`config.mk`:
```
export PLATFORM = sky130hd
export DESIGN_NAME = rtk_ctrl
export DESIGN_NICKNAME = d
export VERILOG_FILES = /design/src/rtl/rtk_pkg.sv /design/src/rtl/rtk_ctrl.sv
export SDC_FILE = /design/constraint.sdc
export NUM_CORES = 1
export LEC_CHECK = 0
export ABC_AREA = 1
export BUFFER_PORTS_ARGS = -buffer_cell sky130_fd_sc_hd__buf_2
export CAP_MARGIN = 10
export CORE_ASPECT_RATIO = 0.8
export CORE_MARGIN = 2
export CORE_UTILIZATION = 41
export CTS_CLUSTER_SIZE = 10
export DETAILED_ROUTE_END_ITERATION = 8
export GPL_TIMING_DRIVEN = 0
export PLACE_DENSITY_LB_ADDON = 0.25
export SLEW_MARGIN = 20
export SYNTH_ARGS = -nofsm -noshare
export SYNTH_HDL_FRONTEND = slang
export SYNTH_SLANG_ARGS = --single-unit
```
`constraint.sdc`:
```
create_clock -name clk_i -period 1.3 [get_ports clk_i]
set_input_delay 0.26 -clock clk_i [delete_from_list [all_inputs] [get_ports clk_i]]
set_output_delay 0.26 -clock clk_i [all_outputs]
set_load 0.02 [all_outputs]
```
`src/rtl/rtk_pkg.sv`:
```
// Shared types and constants for the running top-k sum tracker.
// Used by rtk_ctrl, rtk_dp and running_top_k_sum_tracker; depends on nothing.
package rtk_pkg;

  localparam int unsigned SUM_BITS       = 26;
  localparam int unsigned CNT_BITS       = 11;
  localparam int unsigned TOPK_BITS      = 11;
  localparam int unsigned IN_VALUE_BITS  = 16;
  localparam int unsigned DEF_CAPACITY   = 1024;
  localparam int unsigned DEF_VALUE_BITS = 16;

  localparam logic [SUM_BITS-1:0]  SUM_MAX    = '1;
  localparam logic [TOPK_BITS-1:0] TOPK_RESET = TOPK_BITS'(1);

  typedef enum logic [1:0] {
    REQ_INSERT = 2'd0,
    REQ_REMOVE = 2'd1,
    REQ_SAMPLE = 2'd2
  } req_e;

  typedef enum logic [1:0] {
    STAT_OK     = 2'd0,
    STAT_FULL   = 2'd1,
    STAT_ABSENT = 2'd2
  } stat_e;

  // Read address sources of the sorted store
  typedef enum logic [2:0] {
    RD_BND,
    RD_BND2,
    RD_PTRM1,
    RD_PTR,
    RD_PTRP1
  } rd_sel_e;

  typedef struct packed {
    logic    load;
    logic    rd_en;
    rd_sel_e rd_sel;
    logic    cap_bnd;
    logic    cap_bnd2;
    logic    wr_en;
    logic    wr_rd;
    logic    ptr_dec;
    logic    ptr_inc;
    logic    commit_ins;
    logic    commit_rem;
    logic    set_full;
    logic    set_absent;
    logic    sweep_acc;
    logic    finish;
  } cmd_t;

  typedef struct packed {
    logic [1:0] req;
    logic       full;
    logic       n_ge_k;
    logic       n_gt_k;
    logic       k_zero;
    logic       ptr_zero;
    logic       ptr_eq_n;
    logic       ptrp1_eq_n;
    logic       rd_gt_v;
    logic       rd_eq_v;
    logic       out_busy;
    logic       sweep_done;
  } sts_t;

endpackage

```
`src/rtl/rtk_ctrl.sv`:
```
// Controller of the top-k sum tracker: sequences boundary reads, shifts, searches
// and the sum sweep after a top_count write. Depends on rtk_pkg.
module rtk_ctrl (
  input  logic          clk_i,
  input  logic          rst_ni,
  input  logic          in_valid_i,
  input  logic          cfg_we_i,
  input  rtk_pkg::sts_t sts_i,
  output logic          in_ready_o,
  output rtk_pkg::cmd_t cmd_o
);

  typedef enum logic [3:0] {
    S_IDLE,
    S_DEC,
    S_B1,
    S_B2,
    S_INS_RD,
    S_INS_CMP,
    S_REM_RD,
    S_REM_CMP,
    S_SHF_RD,
    S_SHF_WR,
    S_FIN,
    S_SWP_RD,
    S_SWP_ACC
  } state_e;

  state_e state_q, state_d;

  always_comb begin
    state_d    = state_q;
    cmd_o      = '0;
    cmd_o.rd_sel = rtk_pkg::RD_PTR;
    in_ready_o = 1'b0;

    unique case (state_q)
      S_IDLE: begin
        in_ready_o = 1'b1;
        if (in_valid_i) begin
          cmd_o.load = 1'b1;
          state_d    = S_DEC;
        end
      end
      S_DEC: begin
        priority if (sts_i.req == rtk_pkg::REQ_INSERT) begin
          if (sts_i.full) begin
            cmd_o.set_full = 1'b1;
            state_d        = S_FIN;
          end else if (sts_i.n_ge_k && !sts_i.k_zero) begin
            cmd_o.rd_en  = 1'b1;
            cmd_o.rd_sel = rtk_pkg::RD_BND;
            state_d      = S_B1;
          end else begin
            state_d = S_INS_RD;
          end
        end else if (sts_i.req == rtk_pkg::REQ_REMOVE) begin
          if (sts_i.n_gt_k && !sts_i.k_zero) begin
            cmd_o.rd_en  = 1'b1;
            cmd_o.rd_sel = rtk_pkg::RD_BND;
            state_d      = S_B1;
          end else begin
            state_d = S_REM_RD;
          end
        end else begin
          state_d = S_FIN;
        end
      end
      S_B1: begin
        cmd_o.cap_bnd = 1'b1;
        if (sts_i.req == rtk_pkg::REQ_REMOVE) begin
          cmd_o.rd_en  = 1'b1;
          cmd_o.rd_sel = rtk_pkg::RD_BND2;
          state_d      = S_B2;
        end else begin
          state_d = S_INS_RD;
        end
      end
      S_B2: begin
        cmd_o.cap_bnd2 = 1'b1;
        state_d        = S_REM_RD;
      end
      S_INS_RD: begin
        if (sts_i.ptr_zero) begin
          cmd_o.wr_en      = 1'b1;
          cmd_o.commit_ins = 1'b1;
          state_d          = S_FIN;
        end else begin
          cmd_o.rd_en  = 1'b1;
          cmd_o.rd_sel = rtk_pkg::RD_PTRM1;
          state_d      = S_INS_CMP;
        end
      end
      S_INS_CMP: begin
        cmd_o.wr_en = 1'b1;
        if (sts_i.rd_gt_v) begin
          // move the larger value up one slot
          cmd_o.wr_rd   = 1'b1;
          cmd_o.ptr_dec = 1'b1;
          state_d       = S_INS_RD;
        end else begin
          cmd_o.commit_ins = 1'b1;
          state_d          = S_FIN;
        end
      end
      S_REM_RD: begin
        if (sts_i.ptr_eq_n) begin
          cmd_o.set_absent = 1'b1;
          state_d          = S_FIN;
        end else begin
          cmd_o.rd_en  = 1'b1;
          cmd_o.rd_sel = rtk_pkg::RD_PTR;
          state_d      = S_REM_CMP;
        end
      end
      S_REM_CMP: begin
        if (sts_i.rd_eq_v) begin
          state_d = S_SHF_RD;
        end else begin
          cmd_o.ptr_inc = 1'b1;
          state_d       = S_REM_RD;
        end
      end
      S_SHF_RD: begin
        if (sts_i.ptrp1_eq_n) begin
          cmd_o.commit_rem = 1'b1;
          state_d          = S_FIN;
        end else begin
          cmd_o.rd_en  = 1'b1;
          cmd_o.rd_sel = rtk_pkg::RD_PTRP1;
          state_d      = S_SHF_WR;
        end
      end
      S_SHF_WR: begin
        // close the gap left by the removed value
        cmd_o.wr_en   = 1'b1;
        cmd_o.wr_rd   = 1'b1;
        cmd_o.ptr_inc = 1'b1;
        state_d       = S_SHF_RD;
      end
      S_FIN: begin
        if (!sts_i.out_busy) begin
          cmd_o.finish = 1'b1;
          state_d      = S_IDLE;
        end
      end
      S_SWP_RD: begin
        if (sts_i.sweep_done) begin
          state_d = S_IDLE;
        end else begin
          cmd_o.rd_en  = 1'b1;
          cmd_o.rd_sel = rtk_pkg::RD_PTRM1;
          state_d      = S_SWP_ACC;
        end
      end
      S_SWP_ACC: begin
        cmd_o.sweep_acc = 1'b1;
        state_d         = S_SWP_RD;
      end
      default: begin
        state_d = S_IDLE;
      end
    endcase

    // a top_count write restarts the sum over the largest values
    if (cfg_we_i) begin
      cmd_o      = '0;
      cmd_o.rd_sel = rtk_pkg::RD_PTR;
      in_ready_o = 1'b0;
      state_d    = S_SWP_RD;
    end
  end

  always_ff @(posedge clk_i or negedge rst_ni) begin
    if (!rst_ni) begin
      state_q <= S_IDLE;
    end else begin
      state_q <= state_d;
    end
  end

  a_ready_idle: assert property (@(posedge clk_i) disable iff (!rst_ni)
    in_ready_o |-> state_q == S_IDLE && !cfg_we_i)
    else $error("ready outside idle");

  a_load_dec: assert property (@(posedge clk_i) disable iff (!rst_ni)
    cmd_o.load |=> state_q == S_DEC || state_q == S_SWP_RD)
    else $error("accepted item not decoded");

  a_one_commit: assert property (@(posedge clk_i) disable iff (!rst_ni)
    !(cmd_o.commit_ins && cmd_o.commit_rem))
    else $error("insert and remove committed together");

endmodule

```
==> flow_summary_export.csv, run 1 <==
group,metric,value,unit
run_status,flow.first_error,"[ERROR DPL-0033] detailed placement checks failed during check placement.",
synth,post_synth_inst_count,131,
die,die_height,41.4,um
timing,worstEpCategory,"primary output",
synth,ys.warnings.count,0,
grt,grt_max_degree,11,
synth,synth.cell_area,716,sq um
synth,flop_and_latch_count_out_of_synthesis,4,
clock_tree,cts_max_path_buffers,2,
place,globalplace.congestion,0.925,
clock_tree,clock-root-buffer,"sky130_fd_sc_hd__clkbuf_4",
place,place.detailed.hpwl,1890,um
clock_tree,cts_htree_levels,1,
die,fp-row-count,13,
run_status,status,"did not finish",
die,io_pins,35,
synth,synth.lib_cells_used.distinct,23,
grt,number_of_antenna_violations_at_the_first_check_in_global_routing,0,
clock_tree,cts-buffers-inserted,3,
die,initial_util,44.0,%
die,die_w,50.7,um
place,port-buffer-count,33,
synth,average_size_of_a_mapped_cell,5.46,sq um
synth,seq_area_frac_synth,14.0,%
synth,netlist_top_cells_area,"sky130_fd_sc_hd__nand2_1 17%, sky130_fd_sc_hd__dfrtp_1 14%, sky130_fd_sc_hd__nand3_1 13%",
synth,netlist.area_leader.share,17.3,%
synth,post-synth-top-area-cell,"sky130_fd_sc_hd__nand2_1",
synth,mappedNetlistNets,148,
clock_tree,cts.sink_count,4,
run_status,failed_stage,"5_1_grt",
timing,grt_repair_worst_endpoint,"cmd_o[15]",
-- synthesized netlist by cell type, drive strengths merged --
| cell | count |
|---|---|
| nand2 | 33 |
| nor2 | 30 |
| nand3 | 22 |
| inv | 18 |
| o21ai | 6 |
| a21oi | 4 |
| dfrtp | 4 |
| nand3b | 3 |
| nand4 | 3 |
| a211oi | 1 |
| a31oi | 1 |
| buf | 1 |
| clkbuf | 1 |
| nor3 | 1 |
| nor3b | 1 |
| nor4 | 1 |
| o211ai | 1 |
-- kinds of logic after synthesis --
| kind of cell | Yosys count | share of synthesized area, % |
|---|---|---|
| simple gates | 94 | 65.0 |
| buf+inv | 20 | 11.0 |
| compound gates | 13 | 9.97 |
| flops | 4 | 14.0 |
-- repair_timing --
item                                    in CTS
cloned                                       1
endpoints found under the setup margin      21
buffers inserted                            12
pin swaps                                   22
hold buffers                                 1
endpoints found under the hold margin        4
gates resized for setup                     46
-- per-stage QoR --
step                      worst slack (ps)  hold WS, ps  util (%)  instances  cell area, sq um
after CTS                             -504          349      81.3        203              1320
after floorplan                       -117        -35.6         -        131               840
after global placement                -292         62.9      63.5        186              1030
after detailed placement              -304         66.6      63.5        186              1030
==> inputs of run 2 (changes only) <==
CORE_AREA = 2 2 63 65   (was default)
CORE_ASPECT_RATIO = default   (was 0.8)
CORE_MARGIN = default   (was 2)
CORE_UTILIZATION = default   (was 41)
CTS_CLUSTER_SIZE = default   (was 10)
DIE_AREA = 0 0 65 67   (was default)
PLACE_DENSITY_LB_ADDON = 0.15   (was 0.25)
clock period = 1.7 ns   (was 1.3 ns; I/O delays follow)
==> flow_summary_export.csv, run 2 <==
group,metric,value,unit
clock_tree,clk_latency,210,ps
pwr,design_power_total,1.49,mW
cells_and_area,layout_commonest_cell,"sky130_fd_sc_hd__nand2_1",
place,globalplace.congestion,0.797,
worst_setup_path,timing.critical_path.from_type,"register",
pwr,p_leak,0.698,nW
cells_and_area,biggestRegsByFlops,"state_q: 4 flops",
route,drt_drc,0,
clock_tree,cts_tree,"built",
route,drt_first_iter_violations,67,
synth,flop_and_latch_count_out_of_synthesis,4,
cells_and_area,diodes,0,
run_status,failing_checks,"negative setup slack",
timing,hold_ws,460,ps
route,drt.antenna.violating_nets,0,
pwr,vdd_drop_max,0.312,mV
timing,achievable-frequency,542,MHz
timing,hold_violations,0,
die,initial_util,19.8,%
grt,global_route_wire_length_before_repair,4420,um
worst_setup_path,rr_endpoint,"state_q[0]",
route,routedWlPerCell,11.9,um
worst_setup_path,cp_data_arrival_time,1500,ps
worst_setup_path,worstSetupStartpoint,"state_q[1]",
cells_and_area,final_core_util,35.6,%
synth,seq_area_frac_synth,14.0,%
cells_and_area,nets,204,
route,drt_pass1_iterations,4,
timing,rsz0062_at_grt,"yes",
timing,setup_viol,10,
route,postRouteWirelength,2780,um
pwr,total_power_divided_by_cell_area,1160,nW/um^2
route,vias,1065,
cells_and_area,final_layout_size_suffix_gt1_share,50.8,%
clock_tree,cts_htree_levels,1,
die,die_w,65,um
synth,synth-async-reset-ratio,100,%
die,fp-row-count,22,
route,drt-vias-per-instance,4.57,
grt,grt_max_degree,11,
timing,period_needed,1840,ps
hold_path,min_path_type,"input port to async pin",
worst_setup_path,criticalPathCategory,"register to output pin",
job,max_cap_viol_count,0,
synth,netlist.area_leader.share,17.3,%
cells_and_area,final-instance-count-excl-fill,233,
synth,synth.lib_cells_used.distinct,23,
place,post-place-ws,-179,ps
clock_tree,cts.sink_count,4,
place,place.detailed.hpwl,2150,um
place,dp_cells,212,
timing,timing.max_slew.rel_slack,78.3,%
grt,track_usage,12.6,%
grt,first_global_vias,993,
worst_setup_path,path_max_fanout,7,
synth,dominant_cell_by_count_in_the_synthesized_netlist,"sky130_fd_sc_hd__nand2_1",
timing,max_slew.worst_pin.slew,325,ps
worst_setup_path,setup.reg_to_reg.worst_slack,220,ps
cells_and_area,max_ffs_per_register,4,
synth,post_synth_inst_count,131,
clock_tree,clock-root-buffer,"sky130_fd_sc_hd__clkbuf_8",
cells_and_area,syn_to_final_growth,79.4,%
timing,fin_worst_skew,0.301,ps
clock_tree,cts_max_path_buffers,2,
synth,synth.cell_area,716,sq um
synth,post-synth-top-area-cell,"sky130_fd_sc_hd__nand2_1",
synth,netlist_top_cells_area,"sky130_fd_sc_hd__nand2_1 17%, sky130_fd_sc_hd__dfrtp_1 14%, sky130_fd_sc_hd__nand3_1 13%",
worst_setup_path,worst_reg_to_reg_path_cell_count,9,
synth,ys.warnings.count,0,
synth,synth_flop_type,"sky130_fd_sc_hd__dfrtp_1",
die,core,3610,sq um
run_status,status,"finished with violations",
timing,fin_crit_sh,108,%
cells_and_area,registers.top_by_ff_count,"state_q",
worst_setup_path,cp-endpoint,"cmd_o[15]",
synth,synth_commonest_cells,"33 x sky130_fd_sc_hd__nand2_1, 22 x sky130_fd_sc_hd__nor2_1, 19 x sky130_fd_sc_hd__nand3_1",
place,port-buffer-count,33,
clock_tree,cts-buffers-inserted,3,
worst_setup_path,critical_path_required,1360,ps
cells_and_area,layout_common_cells,"29 x sky130_fd_sc_hd__nand2_1, 24 x sky130_fd_sc_hd__buf_4, 21 x sky130_fd_sc_hd__buf_2, 17 x sky130_fd_sc_hd__nor2_1, 15 x sky130_fd_sc_hd__nand3_1",
synth,mappedNetlistNets,148,
die,die_height,67,um
worst_setup_path,worstReg2RegStart,"state_q[1]",
grt,number_of_antenna_violations_at_the_first_check_in_global_routing,0,
grt,final_global_route_overflow_total,0,
timing,finalWorstSetupSlack,-144,ps
die,design.die.area,4360,sq um
synth,average_size_of_a_mapped_cell,5.46,sq um
die,io_pins,35,
clock_tree,clkTransAtPathRegs,30,ps
worst_setup_path,worstSetupEndpointType,"output pin",
timing,timing.final.max_slew_violations,0,
synth,synth_edf_count,0,
run 2: how the worst min path moves through the flow:
stage	slack (ps)	to	start	depth (start not counted)
after detailed placement	150	state_q[0]	rst_ni	1
after global routing	480	state_q[0]	rst_ni	2
final	460	state_q[0]	rst_ni	2
after CTS	460	state_q[0]	rst_ni	2
after global placement	150	state_q[0]	rst_ni	1
after floorplan	40	state_q[0]	rst_ni	0
run 2: repair_timing:
item                                    CTS  global route
endpoints found under the setup margin   17            18
resized for setup                        29            24
pin swaps                                 6             6
setup buffers                            11             7
hold buffers                              1             0
hold endpoints to repair                  4             0
cloned                                    0             0
run 2: logic make-up (layout without fill, tap and decap cells):
kind of cell           count (synthesis)  in the layout  share of synthesized area [%]
flip-flops                             4              4                           14.0
buffers and inverters                 20             74                           11.0
AND/OR/NAND/NOR                       94             94                           65.0
AO/OA/AOI/OAI                         13             13                           9.97
run 2: power by group:
part / internal [mW] / leakage, nW / switching (mW)
combinational: 0.447 / 0.634 / 0.616
sequential: 0.136 / 0.0423 / 0.0979
clock: 0.150 / 0.0216 / 0.0428
run 2: layout make-up:
class | count | area, sq um
clock buffer | 3 | 41.3
timing repair buffer | 51 | 355
buffer | 2 | 12.5
sequential | 4 | 105
multi-input combinational | 107 | 639
fill | 408 | 2320
tap | 48 | 60.1
inverter | 18 | 70.1
run 2: metrics by stage:
stage          setup TNS (ps)  area, sq um
2_1_floorplan               0          721
3_3_place_gp             -462          946
3_5_place_dp             -482          946
4_1_cts                  -936         1160
5_1_grt                 -1950         1280
6_report                 -832         1280
run 2: critical path: stages (launching register included):
cell,delay (ps)
sky130_fd_sc_hd__dfrtp_2,460
sky130_fd_sc_hd__nor2_4,270
sky130_fd_sc_hd__nand3_2,150
sky130_fd_sc_hd__nand4_1,120
sky130_fd_sc_hd__nor2_1,50
sky130_fd_sc_hd__nor2_1,80
sky130_fd_sc_hd__buf_4,150
run 2: layer usage:
layer,track usage [%],vias to the layer above,wire (um),part of all wire (%)
met5,0,-,0,0
met4,2.39,0,0,0
met3,1.18,0,137,4.9
met2,24.5,28,1530,55
met1,14.9,499,1110,40
li1,-,538,-,-
Power figures use the tool's default switching activity.
==> inputs of run 3 (changes only) <==
SKIP_CTS_REPAIR_TIMING = 1   (was default)
==> flow_summary_export.csv, run 3 (synthesis results as in run 2) <==
group,metric,value,unit
cells_and_area,layout_commonest_cell,"sky130_fd_sc_hd__nand2_1",
route,routedWlPerCell,11.3,um
die,design.die.area,4360,sq um
timing,hold_violations,0,
timing,rsz0062_at_grt,"yes",
grt,number_of_antenna_violations_at_the_first_check_in_global_routing,0,
die,io_pins,35,
worst_setup_path,worstReg2RegStart,"state_q[3]",
pwr,p_leak,0.679,nW
grt,first_global_vias,937,
run_status,failing_checks,"negative setup slack",
clock_tree,cts.sink_count,4,
cells_and_area,stdcell_area,1230,sq um
route,drt.antenna.violating_nets,0,
timing,max_slew.worst_pin.slew,460,ps
clock_tree,cts_tree,"built",
route,drt_first_iter_violations,84,
timing,fin_crit_sh,110,%
timing,timing.max_slew.rel_slack,69.3,%
route,vias,1030,
worst_setup_path,cp-endpoint,"cmd_o[15]",
cells_and_area,layout_common_cells,"30 x sky130_fd_sc_hd__nand2_1, 25 x sky130_fd_sc_hd__buf_4, 21 x sky130_fd_sc_hd__nor2_1, 20 x sky130_fd_sc_hd__buf_2, 16 x sky130_fd_sc_hd__nand3_1",
worst_setup_path,worstSetupStartpoint,"state_q[3]",
pwr,power_report.internal_total,723,uW
timing,setup_viol,12,
worst_setup_path,criticalPathCategory,"register to output pin",
cells_and_area,final_core_util,34.1,%
die,fp-row-count,22,
job,max_cap_viol_count,0,
cells_and_area,syn_to_final_growth,72.0,%
worst_setup_path,setup.reg_to_reg.worst_slack,300,ps
worst_setup_path,worstSetupEndpointType,"output pin",
grt,track_usage,11.9,%
timing,finalWorstSetupSlack,-173,ps
place,port-buffer-count,33,
timing,period_needed,1870,ps
pwr,total_switching_power,708,uW
worst_setup_path,critical_path_required,1360,ps
worst_setup_path,timing.critical_path.from_type,"register",
grt,global_route_wire_length_before_repair,4150,um
pwr,power.clock.fraction,13.5,%
pwr,total_power_divided_by_cell_area,1160,nW/um^2
route,drt_drc,0,
worst_setup_path,cp_data_arrival_time,1530,ps
pwr,power.share.switching,49.5,%
pwr,vdd_drop_max,0.297,mV
pwr,seq_power_share,15.8,%
cells_and_area,final_layout_size_suffix_gt1_share,47.0,%
cells_and_area,registers.top_by_ff_count,"state_q",
route,postRouteWirelength,2610,um
timing,timing.final.max_slew_violations,0,
hold_path,min_path_type,"input port to async pin",
die,die_height,67,um
cells_and_area,biggestRegsByFlops,"state_q: 4 flops",
clock_tree,clkTransAtPathRegs,30,ps
pwr,logic_pwr_share,70.7,%
grt,grt_max_degree,11,
die,core,3610,sq um
clock_tree,clk_latency,210,ps
cells_and_area,nets,202,
cells_and_area,diodes,0,
worst_setup_path,worst_reg_to_reg_path_cell_count,9,
clock_tree,cts-buffers-inserted,3,
clock_tree,cts_htree_levels,1,
cells_and_area,max_ffs_per_register,4,
place,post_dp_cell_area,946,sq um
clock_tree,cts_max_path_buffers,2,
die,die_w,65,um
clock_tree,clock-root-buffer,"sky130_fd_sc_hd__clkbuf_8",
run_status,status,"finished with violations",
place,post-place-ws,-179,ps
timing,fin_worst_skew,0.301,ps
route,drt_pass1_iterations,4,
die,initial_util,19.8,%
place,place.detailed.hpwl,2150,um
worst_setup_path,rr_endpoint,"state_q[2]",
timing,achievable-frequency,534,MHz
grt,final_global_route_overflow_total,0,
route,drt-vias-per-instance,4.46,
pwr,design_power_total,1.43,mW
worst_setup_path,path_max_fanout,7,
place,globalplace.congestion,0.797,
-- run 3: how the worst min path moves through the flow --
stage,to,depth (start not counted)
after floorplan,state_q[0],0
after global placement,state_q[0],1
after detailed placement,state_q[0],1
after CTS,state_q[0],1
after global routing,state_q[0],2
final,state_q[0],2
-- run 3: critical path, stage by stage (launching register included) --
cell and delay, ps:
sky130_fd_sc_hd__dfrtp_2 460, sky130_fd_sc_hd__inv_2 80, sky130_fd_sc_hd__nor2_4 250, sky130_fd_sc_hd__nand3_2 150, sky130_fd_sc_hd__nand4_1 100, sky130_fd_sc_hd__nor2_1 50, sky130_fd_sc_hd__nor2_1 80, sky130_fd_sc_hd__buf_4 150
-- run 3: through the flow --
step / hold slack, ps / std cells / TNS [ps]
floorplan: 44.4 / 131 / 0
global placement: 145 / 212 / -462
detailed placement: 146 / 212 / -482
CTS: -79.4 / 215 / -3210
global route: 476 / 231 / -2650
finish: 460 / 231 / -1230
-- run 3: metal layers --
layer  up-vias  part of all wire, %  global-route usage (%)
met3         0                  4.9                    1.18
met5         -                    0                       0
met1       468                   43                    14.4
li1        534                    -                       -
met4         0                    0                    2.39
met2        28                   52                    22.7
-- run 3: final cells by class --
class / count / area [sq um]
well taps: 48 / 60.1
fillers: 408 / 2370
multi-input cells: 107 / 602
flip-flops and latches: 4 / 105
plain buffers: 2 / 11.3
inverters: 18 / 67.6
repair buffers: 49 / 344
clock buffers: 3 / 41.3
-- run 3: power groups by stage --
stage | sequential, mW | combinational, mW | clock, mW
final | 0.227 | 1.01 | 0.193
after global routing | 0.232 | 1.12 | 0.206
after CTS | 0.205 | 0.738 | 0.199
after detailed placement | 0.206 | 0.735 | 0
after global placement | 0.206 | 0.735 | 0
after floorplan | 0.192 | 0.543 | 0
